[config.mk]
export PLATFORM = sky130hd
export DESIGN_NAME = nsps_ctrl
export DESIGN_NICKNAME = d
export VERILOG_FILES = /design/src/rtl/nsps_pkg.sv /design/src/rtl/nsps_ctrl.sv
export SDC_FILE = /design/constraint.sdc
export NUM_CORES = 1
export LEC_CHECK = 0
export ABC_AREA = 1
export BUFFER_PORTS_ARGS = -buffer_cell sky130_fd_sc_hd__buf_4
export CORE_MARGIN = 8
export CORE_UTILIZATION = 42
export DETAILED_ROUTE_END_ITERATION = 10
export PLACE_DENSITY = 0.7
export REMOVE_ABC_BUFFERS = 1
export SETUP_SLACK_MARGIN = 0.5
export SLEW_MARGIN = 40
export SYNTH_ARGS = -nofsm -noshare
export SYNTH_HDL_FRONTEND = slang
export SYNTH_SLANG_ARGS = --single-unit
[constraint.sdc]
create_clock -name clk -period 1.5 [get_ports clk]
set_input_delay 0.375 -clock clk [delete_from_list [all_inputs] [get_ports clk]]
set_output_delay 0.375 -clock clk [all_outputs]
set_load 0.01 [all_outputs]
[src/rtl/nsps_pkg.sv]
package nsps_pkg;

  localparam int SAMPLE_W     = 12;
  localparam int PHASE_W      = 16;
  localparam int AMP_W        = 13;
  localparam int BIAS_W       = 12;
  localparam int SUM_W        = 16;
  localparam int ACC_W        = 32;
  localparam int ROM_W        = 16;
  localparam int ABS_W        = 31;
  localparam int SQ_W         = 2 * ABS_W;
  localparam int ROOT_W       = 64;
  localparam int CX_W         = 50;
  localparam int Z_W          = 32;
  localparam int QUO_W        = 17;
  localparam int ITER_W       = 5;
  localparam int CORDIC_ITERS = 24;
  localparam int SQRT_ITERS   = 32;

  localparam longint CORDIC_X0 = 64'sd652032874;
  localparam logic [31:0] TWO_PI_Q29 = 32'd3373259426;
  localparam logic [Z_W-1:0] QUARTER_TURN = 32'h4000_0000;
  localparam logic [31:0] HALF_TURN = 32'h8000_0000;
  localparam logic [AMP_W-1:0] AMP_MAX = '1;
  localparam logic [BIAS_W-1:0] BIAS_MAX = '1;

  typedef struct packed {
    logic signed [ROM_W-1:0] sn;
    logic signed [ROM_W-1:0] cs;
  } sc_t;

  typedef struct packed {
    logic              acc;
    logic              last;
    logic              init;
    logic              add;
    logic              iter;
    logic [ITER_W-1:0] k;
    logic              clamp;
    logic              mul;
    logic              load;
  } cmd_t;

  function automatic logic [29:0] atan_turn(input logic [ITER_W-1:0] k);
    logic [29:0] r;
    unique case (k)
      5'd0:    r = 30'h20000000;
      5'd1:    r = 30'h12E4051E;
      5'd2:    r = 30'h09FB385B;
      5'd3:    r = 30'h051111D4;
      5'd4:    r = 30'h028B0D43;
      5'd5:    r = 30'h0145D7E1;
      5'd6:    r = 30'h00A2F61E;
      5'd7:    r = 30'h00517C55;
      5'd8:    r = 30'h0028BE53;
      5'd9:    r = 30'h00145F2F;
      5'd10:   r = 30'h000A2F98;
      5'd11:   r = 30'h000517CC;
      5'd12:   r = 30'h00028BE6;
      5'd13:   r = 30'h000145F3;
      5'd14:   r = 30'h0000A2FA;
      5'd15:   r = 30'h0000517D;
      5'd16:   r = 30'h000028BE;
      5'd17:   r = 30'h0000145F;
      5'd18:   r = 30'h00000A30;
      5'd19:   r = 30'h00000518;
      5'd20:   r = 30'h0000028C;
      5'd21:   r = 30'h00000146;
      5'd22:   r = 30'h000000A3;
      5'd23:   r = 30'h00000051;
      default: r = '0;
    endcase
    return r;
  endfunction

  function automatic longint to_q14(input longint v);
    longint r;
    r = (v + 64'sd32768) >>> 16;
    if (r > 64'sd16384) r = 64'sd16384;
    if (r < -64'sd16384) r = -64'sd16384;
    return r;
  endfunction

  // sine and cosine of a step angle in binary turns, evaluated at elaboration
  function automatic sc_t rom_entry(input logic [31:0] u);
    longint x;
    longint y;
    longint z;
    longint xs;
    longint ys;
    longint c0;
    longint s0;
    sc_t    r;
    x = CORDIC_X0;
    y = 64'sd0;
    z = longint'({34'd0, u[29:0]});
    for (int k = 0; k < CORDIC_ITERS; k++) begin
      xs = x >>> k;
      ys = y >>> k;
      if (z >= 0) begin
        x = x - ys;
        y = y + xs;
        z = z - longint'({34'd0, atan_turn(ITER_W'(k))});
      end else begin
        x = x + ys;
        y = y - xs;
        z = z + longint'({34'd0, atan_turn(ITER_W'(k))});
      end
    end
    c0 = to_q14(x);
    s0 = to_q14(y);
    unique case (u[31:30])
      2'd0: begin
        r.cs = ROM_W'(c0);
        r.sn = ROM_W'(s0);
      end
      2'd1: begin
        r.cs = ROM_W'(-s0);
        r.sn = ROM_W'(c0);
      end
      2'd2: begin
        r.cs = ROM_W'(-c0);
        r.sn = ROM_W'(-s0);
      end
      2'd3: begin
        r.cs = ROM_W'(s0);
        r.sn = ROM_W'(-c0);
      end
    endcase
    return r;
  endfunction

endpackage

[src/rtl/nsps_ctrl.sv]
module nsps_ctrl #(
  parameter int NUM_STEPS = 8,
  localparam int IDX_W = $clog2(NUM_STEPS)
) (
  input  logic              clk,
  input  logic              rst_n,
  input  logic              in_tvalid,
  output logic              in_tready,
  output logic              out_tvalid,
  input  logic              out_tready,
  output nsps_pkg::cmd_t    cmd,
  output logic [IDX_W-1:0]  step_idx
);
  import nsps_pkg::*;

  typedef enum logic [2:0] {
    S_IDLE,
    S_SQ,
    S_SUM,
    S_ITER,
    S_CLAMP,
    S_MUL,
    S_OUT
  } state_t;

  state_t            state_r, state_nxt;
  logic [IDX_W-1:0]  step_r, step_nxt;
  logic [ITER_W-1:0] k_r, k_nxt;
  logic              out_valid_r, out_valid_nxt;
  logic              last_step;
  logic              in_xfer;
  logic              load;

  assign last_step = (step_r >= IDX_W'(NUM_STEPS - 1));
  assign in_tready = !(last_step && (state_r != S_IDLE));
  assign in_xfer   = in_tvalid && in_tready;
  assign load      = (state_r == S_OUT) && (!out_valid_r || out_tready);

  always_comb begin
    state_nxt = state_r;
    k_nxt     = k_r;
    unique case (state_r)
      S_IDLE: begin
        if (in_xfer && last_step) state_nxt = S_SQ;
      end
      S_SQ: begin
        state_nxt = S_SUM;
      end
      S_SUM: begin
        state_nxt = S_ITER;
        k_nxt     = '0;
      end
      S_ITER: begin
        k_nxt = k_r + 1'b1;
        if (k_r == ITER_W'(SQRT_ITERS - 1)) state_nxt = S_CLAMP;
      end
      S_CLAMP: begin
        state_nxt = S_MUL;
      end
      S_MUL: begin
        state_nxt = S_OUT;
      end
      S_OUT: begin
        if (load) state_nxt = S_IDLE;
      end
      default: state_nxt = S_IDLE;
    endcase

    step_nxt = step_r;
    if (in_xfer) step_nxt = last_step ? '0 : step_r + 1'b1;

    priority if (load) out_valid_nxt = 1'b1;
    else if (out_tready) out_valid_nxt = 1'b0;
    else out_valid_nxt = out_valid_r;
  end

  always_ff @(posedge clk) begin
    if (!rst_n) begin
      state_r     <= S_IDLE;
      step_r      <= '0;
      k_r         <= '0;
      out_valid_r <= 1'b0;
    end else begin
      state_r     <= state_nxt;
      step_r      <= step_nxt;
      k_r         <= k_nxt;
      out_valid_r <= out_valid_nxt;
    end
  end

  assign out_tvalid = out_valid_r;
  assign step_idx   = step_r;

  always_comb begin
    cmd.acc   = in_xfer;
    cmd.last  = in_xfer && last_step;
    cmd.init  = (state_r == S_SQ);
    cmd.add   = (state_r == S_SUM);
    cmd.iter  = (state_r == S_ITER);
    cmd.k     = k_r;
    cmd.clamp = (state_r == S_CLAMP);
    cmd.mul   = (state_r == S_MUL);
    cmd.load  = load;
  end

endmodule

==> results of run 1 <==
cells by family after synthesis:
group,count (synthesis)
AO/OA/AOI/OAI,17
adder cells (fa/ha/maj),4
flip-flops,12
AND/OR/NAND/NOR,42
buffers and inverters,19
metrics by stage:
stage / cells / worst slack [ps] / utilization, % / area, µm²
after floorplan: 92 / -222 / - / 628
after global placement: 138 / -26.6 / 59.4 / 873
after detailed placement: 138 / -95.2 / 59.4 / 873
after CTS: 155 / -281 / 83.8 / 1230
what timing repair did:
action                                  in CTS
endpoints found under the setup margin      28
pin swaps                                   16
gates cloned                                 0
buffers inserted                            13
gates resized for setup                     71
==> metrics.md, run 1 <==
| Metric | Value |
|---|---|
| Synth top area cells | `dfxtp_1 (37%), nand2_1 (11%), inv_1 (9.3%)` |
| Last stage | `global routing` |
| Yosys top cell area share | `between 30% and 40%` |
| TritonCTS Sinks | `12` |
| Row count | `14` |
| RD Place Congestion | `0.760` |
| Ports | `22` |
| Main combinational cell family by area after synthesis | `simple AND/OR/NAND/NOR gates` |
| CTS root buf | `clkbuf_4` |
| Die height | `~55 µm` |
| GRT worst endpoint | `cmd[11]` |
| Pin count of the biggest net entering global routing | `8` |
| Ys async rst share | `0%` |
| Post-Synth XOR/XNOR Area | `0%` |
| Ys flop type | `dfxtp_1` |
| Yosys reg bits | `12` |
| Hold Buf Count CTS | `0` |
| Commonest cells post-synth | `nand2_1 (19), inv_1 (16), nor2_1 (13), dfxtp_1 (12), a21oi_1 (10)` |
| Worst ep type | `primary output` |
| CTS Buffer Depth | `2` |
| Die W | `55.1 µm` |
| YS warnings | `0` |
| Post-Syn Instances | `94` |
| Port bufs | `21` |
| H-tree levels | `1` |
| Status | `aborted with a tool error` |
| Synth area leader | `dfxtp_1` |
| TritonCTS Buffers | `3` |
| Synthesized-area fraction occupied by adder cells | `7.78%` |
| Stop Error | `[ERROR DPL-0038] Utilization greater than 100%, impossible to legalize` |
| Post-synthesis mux area share | `0%` |
| Mapped Area | `~640 µm²` |
| Post-synth EDFFs | `0` |
| Simple-gate portion of the synthesized area | `between 20 and 30%` |
| Synth Area in Compound Gates | `15.0%` |
| Sequential share of the synthesized area | `between 30 and 40%` |
| Most numerous cell in the Yosys netlist | `nand2_1` |
| Post-detail-place hpwl | `approximately 1300 µm` |
| Initial Util | `around 44%` |
| Netlist cell types | `17` |
| Syn Area/Cell | `~6.8 µm²` |
==> run 2, diff against run 1 <==
--- a/config.mk
+++ b/config.mk
@@ -7,12 +7,11 @@
 export LEC_CHECK = 0
 export ABC_AREA = 1
 export BUFFER_PORTS_ARGS = -buffer_cell sky130_fd_sc_hd__buf_4
-export CORE_MARGIN = 8
-export CORE_UTILIZATION = 42
+export CORE_AREA = 8 8 69 71
 export DETAILED_ROUTE_END_ITERATION = 10
-export PLACE_DENSITY = 0.7
+export DIE_AREA = 0 0 77 79
+export PLACE_DENSITY_LB_ADDON = 0.15
 export REMOVE_ABC_BUFFERS = 1
-export SETUP_SLACK_MARGIN = 0.5
 export SLEW_MARGIN = 40
 export SYNTH_ARGS = -nofsm -noshare
 export SYNTH_HDL_FRONTEND = slang
==> constraint.sdc (replaced) <==
create_clock -name clk -period 1.95 [get_ports clk]
set_input_delay 0.4875 -clock clk [delete_from_list [all_inputs] [get_ports clk]]
set_output_delay 0.4875 -clock clk [all_outputs]
set_load 0.01 [all_outputs]
==> metrics.md, run 2 <==
| Metric | Value |
|---|---|
| Die area | `slightly above 6000 µm²` |
| Critical path depth | `6` |
| Clock skew | `1.82 ps` |
| Cell Pwr Density | `roughly 950 nW/µm²` |
| Max Freq | `between 500 and 600 MHz` |
| Placeable core region | `3800 µm²` |
| DRT Pass-1 Iters | `4` |
| Most numerous cell in the Yosys netlist | `nand2_1` |
| Final setup fails | `0` |
| Yosys reg bits | `12` |
| Largest register FFs | `5` |
| Netlist cell types | `17` |
| Cell mode on critical path | `buf_4` |
| Pin count of the biggest net entering global routing | `8` |
| Reg2reg path depth | `9` |
| CP Max Fanout | `4` |
| VDD IR max | `between 0.2 and 0.25 mV` |
| Yosys top cell area share | `a little under two fifths` |
| RD Place Congestion | `about 0.77` |
| Met1 wire length | `slightly above 800 µm` |
| Initial DRC count | `17` |
| Biggest register | `k_r` |
| DR vias/cell | `between 4 and 5` |
| Gr usage total | `6.14%` |
| Initial antenna violation count | `0` |
| Row count | `23` |
| Die height | `around 79 µm` |
| Synth area leader | `dfxtp_1` |
| Final WL | `1870 µm` |
| Synth top area cells | `dfxtp_1 (37%), nand2_1 (11%), inv_1 (9.3%)` |
| Max Slew Vio Count | `0` |
| Commonest non-fill, non-tap cell in the layout | `buf_4` |
| Layout cells sized above 1 | `about a third` |
| Number of global-route vias before repair | `670` |
| Congestion Overflow GR | `0` |
| Hold path depth | `2` |
| Area grow syn2layout | `54.7%` |
| Global-route wire length before repair | `roughly 3000 µm` |
| CTS Buffer Depth | `2` |
| Layout Cells excl Fill | `172` |
| TritonCTS clock tree | `done` |
| TritonCTS Sinks | `12` |
| Post-synth EDFFs | `0` |
| YS warnings | `0` |
| Sequential share of the synthesized area | `a little under two fifths` |
| CP Class | `register to output pin` |
| CTS root buf | `clkbuf_8` |
| Commonest cells post-synth | `nand2_1 (19), inv_1 (16), nor2_1 (13), dfxtp_1 (12), a21oi_1 (10)` |
| Post-DR wirelength/cell | `~11 µm` |
| Met2 Wirelength | `917 µm` |
| Status | `finished, final reports clean` |
| Startpoint types | `register` |
| Ys async rst share | `0%` |
| Fin. Hold Viols | `0` |
| Clk_lat worst skew | `240 ps` |
| Tightest Pin Transition | `approximately 250 ps` |
| Met3 Routed Length | `between 100 and 150 µm` |
| Antenna cells | `0` |
| Fin crit period | `approximately 1900 ps` |
| Vias post-DR | `slightly below 700` |
| TritonCTS Buffers | `3` |
| Path category of the worst min-delay check | `register to register` |
| Fin worst setup slack | `63.1 ps` |
| Most frequent cells in the layout | `buf_4 (25), nand2_1 (16), inv_1 (14)` |
| Total Power | `approximately 0.95 mW` |
| Relative slew slack | `between 80 and 90%` |
| Leakage Power | `around 0.48 nW` |
| Crit. End Element | `output pin` |
| Mapped Area | `~640 µm²` |
| Critical path data arrival time | `1400 ps` |
| Initial Util | `~17%` |
| Buf/Inv on CP | `3` |
| Slowest cell on the critical path | `dfxtp_1` |
| Post-detail-place hpwl | `between 1000 and 1500 µm` |
| Ports | `22` |
| # DRC | `0` |
| Maxcap violations | `0` |
| Placed Cells | `about 160` |
| Die W | `77 µm` |
| Net count, final | `approximately 130` |
| Ys flop type | `dfxtp_1` |
| CP Cell Sequence | `nand3_1 -> nand2_4 -> nand2_4 -> buf_4 -> buf_4 -> buf_4` |
| Highest metal used | `met4` |
| Port bufs | `21` |
| Total negative slack | `0 ps` |
| Post-Syn Instances | `94` |
| H-tree levels | `1` |
| Fin crit share | `about 97%` |
| Syn Area/Cell | `between 6 and 7 µm²` |
| Place WS | `about 110 ps` |
| CTS clock-pin slew for the worst setup and hold paths | `about 60 ps` |
| CP peak stage delay | `roughly 430 ps` |
| CP top delay family | `flip-flops` |
| Post-DRT Antenna Nets | `0` |
| CP required | `between 1000 and 1500 ps` |
-- run 2: per-stage QoR --
stage | utilization [%] | hold WS, ps | cell area [µm²]
after global placement | 22.3 | 488 | 848
after global routing | 26.2 | 521 | 995
after CTS | 24.6 | 494 | 936
final | 26.2 | 488 | 995
after floorplan | - | 505 | 628
after detailed placement | 22.3 | 486 | 848
-- run 2: per-layer routing --
layer	up-vias	global-route usage [%]
li1	361	-
met1	312	6.51
met2	19	10.3
met3	2	2.14
met4	0	3.96
met5	-	0
-- run 2: layout make-up --
cell class	instances	area (µm²)
clock buffers	4	55.1
repair buffers	26	199
flip-flops and latches	12	243
multi-input cells	63	372
inverters	17	63.8
well taps	50	62.6
fillers	429	2800
-- run 2: cell families (layout without fill, tap and decap cells) --
family          after synthesis  after routing  synth area share (%)
compound gates               17             17                  15.0
fa+ha+maj                     4              4                  7.78
buf+inv                      19             47                  12.3
flops                        12             12                  37.4
simple gates                 42             42                  27.6
-- run 2: where the power goes --
group | internal [mW] | switching [mW]
logic | 0.141 | 0.199
registers | 0.281 | 0.0492
clock network | 0.179 | 0.100
total | 0.600 | 0.349
-- run 2: worst register-to-register path, stage by stage (launching register included) --
cell and delay, ps:
dfxtp_1 370, ha_1 190, inv_1 50, nor3_1 160, ha_1 180, nor2_1 60, nor2_1 210, nand3_1 100
nand2_1 60, nor2_1 40
-- run 2: final timing paths --
check | from | endpoint | slack, ps
worst min register to register | k_r[4]$_SDFFE_PN0P_ | k_r[4]$_SDFFE_PN0P_ | 490
worst max-delay path | step_idx[2]$_SDFFE_PN0P_ | in_tready | 60
worst min-delay path | k_r[4]$_SDFFE_PN0P_ | k_r[4]$_SDFFE_PN0P_ | 490
worst max register to register | k_r[1]$_SDFFE_PN0P_ | state_r[2]$_SDFFE_PN0P_ | 430
-- run 2: repair_timing --
action | in CTS | in global routing
endpoints found under the setup margin | 2 | 3
buffers inserted | 3 | 2
hold buffers | 0 | 0
pin swaps | 2 | 2
gates resized for setup | 6 | 9
(Power assumes the default switching activity.)
==> run 3, diff against run 2 <==
--- a/config.mk
+++ b/config.mk
@@ -12,7 +12,6 @@
 export DIE_AREA = 0 0 77 79
 export PLACE_DENSITY_LB_ADDON = 0.15
 export REMOVE_ABC_BUFFERS = 1
-export SLEW_MARGIN = 40
 export SYNTH_ARGS = -nofsm -noshare
 export SYNTH_HDL_FRONTEND = slang
 export SYNTH_SLANG_ARGS = --single-unit
==> constraint.sdc (replaced) <==
create_clock -name clk -period 1.7 [get_ports clk]
set_input_delay 0.425 -clock clk [delete_from_list [all_inputs] [get_ports clk]]
set_output_delay 0.425 -clock clk [all_outputs]
set_load 0.01 [all_outputs]
==> metrics.md, run 3 (synthesis results as in run 2) <==
| Metric | Value |
|---|---|
| Layout cells sized above 1 | `about two fifths` |
| End-of-flow core utilization | `a little over a quarter` |
| Multi-input logic area | `between 300 and 400 µm²` |
| Fin crit share | `104%` |
| VDD IR max | `about 0.24 mV` |
| Relative slew slack | `approximately four fifths` |
| Fin worst setup slack | `-64.3 ps` |
| Hold Path Origin | `rst_n` |
| Cell Pwr Density | `~1100 nW/µm²` |
| Switch share | `between 30 and 40%` |
| # DRC | `0` |
| Critical path data arrival time | `approximately 1300 ps` |
| TritonCTS Sinks | `12` |
| Filler Cell Count | `between 400 and 500` |
| Crit. Startpoint | `step_idx[0]$_SDFFE_PN0P_` |
| Crit. End Element | `output pin` |
| Congestion Overflow GR | `0` |
| Post-detail-place hpwl | `1430 µm` |
| Area grow syn2layout | `55.1%` |
| Path category of the worst min-delay check | `input pin to register` |
| Hold WS | `approximately 470 ps` |
| Fin crit period | `between 1500 and 2000 ps` |
| CP Class | `register to output pin` |
| Leakage Power | `0.467 nW` |
| Clock share of power | `28.9%` |
| Port bufs | `21` |
| RD Place Congestion | `around 0.80` |
| CP Max Fanout | `3` |
| Startpoint types | `register` |
| Die W | `77 µm` |
| Net count, final | `around 130` |
| CP required | `roughly 1300 ps` |
| Pin count of the biggest net entering global routing | `8` |
| Start of the worst register-to-register path | `k_r[1]$_SDFFE_PN0P_` |
| Die height | `approximately 79 µm` |
| Hold Buf Count CTS | `0` |
| Hold path depth | `3` |
| Commonest non-fill, non-tap cell in the layout | `buf_4` |
| Max Slew Vio Count | `0` |
| Total Power | `~1.1 mW` |
| Layout Cells excl Fill | `approximately 170` |
| Place WS | `between 20 and 25 ps` |
| Placeable core region | `3800 µm²` |
| Gr usage total | `roughly 6.2%` |
| Number of global-route vias before repair | `roughly 680` |
| Antenna cells | `0` |
| TritonCTS clock tree | `done` |
| Pint | `0.694 mW` |
| Tightest Pin Transition | `roughly 270 ps` |
| Final Instance Area | `997 µm²` |
| Fin. Hold Viols | `0` |
| Post-DR wirelength/cell | `about 10 µm` |
| Initial antenna violation count | `0` |
| Clk_lat worst skew | `around 240 ps` |
| DR vias/cell | `3.87` |
| Sequential Power Share | `between 30 and 40%` |
| CTS clock-pin slew for the worst setup and hold paths | `~60 ps` |
| Area after DPL | `approximately 870 µm²` |
| Reg2reg path depth | `9` |
| Biggest register | `k_r` |
| Initial DRC count | `27` |
| Final setup fails | `2` |
| CTS Buffer Depth | `2` |
| Total negative slack | `-67.0 ps` |
| Largest register FFs | `5` |
| Failing checks | `negative setup slack` |
| CTS root buf | `clkbuf_8` |
| Final WL | `roughly 1800 µm` |
| Initial Util | `approximately 17%` |
| Status | `complete, but fails checks` |
| Placed Cells | `around 170` |
| Post-DRT Antenna Nets | `0` |
| DRT Pass-1 Iters | `3` |
| Row count | `23` |
| Maxcap violations | `0` |
| H-tree levels | `1` |
| TritonCTS Buffers | `3` |
| Max Freq | `about 570 MHz` |
| Most frequent cells in the layout | `buf_4 (25), nand2_1 (15), inv_1 (12), nor2_1 (12), a21oi_1 (10)` |
| Comb pwr share | `35.6%` |
| Switching Power | `between 0.3 and 0.4 mW` |
| Clock skew | `roughly 1.7 ps` |
| Global-route wire length before repair | `around 3100 µm` |
| Ports | `22` |
| Die area | `6080 µm²` |
| Unrepaired setup endpoints after global routing | `true` |
| FF+latch area | `244 µm²` |
| Vias post-DR | `669` |
run 3: changes by cell type in the layout (fill, tap and decap cells not counted), sizes merged:
| cell | delta |
|---|---|
| buf | +1 |
run 3: power by group through the flow:
stage                     Sequential, mW  Combinational [mW]  Clock [mW]
after global routing               0.387               0.440       0.336
after floorplan                    0.374               0.238           0
after detailed placement           0.378               0.379           0
final                              0.381               0.382       0.311
after global placement             0.381               0.384           0
after CTS                          0.376               0.390       0.324
run 3: per-layer routing:
layer | track usage, % | part of all wire [%] | vias up
met4 | 3.40 | 2.1 | 0
met1 | 7.12 | 47 | 291
met3 | 2.37 | 5.5 | 2
li1 | - | - | 362
met5 | 0 | 0 | -
met2 | 9.94 | 45 | 14
run 3: repair_timing:
action,in CTS,in global routing
endpoints found under the setup margin,2,5
resized for setup,12,6
setup buffers,2,1
pin swaps,4,3
run 3: final timing paths:
path                             end  slack [ps]
min          state_r[2]$_SDFFE_PN0P_         470
max reg2reg  state_r[2]$_SDFFE_PN0P_         250
min reg2reg      k_r[4]$_SDFFE_PN0P_         490
max                          cmd[11]         -60
run 3: final cells by class:
class                      instances  area share, %
multi-input combinational         63           36.3
sequential                        12           24.5
timing repair buffer              27           21.1
inverter                          17           6.40
tap                               50           6.27
clock buffer                       4           5.52
run 3: worst max-delay path, cell delays in order, from the launching register on:
cell,delay (ps)
dfxtp_2,330
ha_4,160
ha_4,150
inv_2,40
nand2_2,50
nand2_2,70
nand2_2,60
inv_2,70
nand2_2,50
inv_2,40
buf_6,90
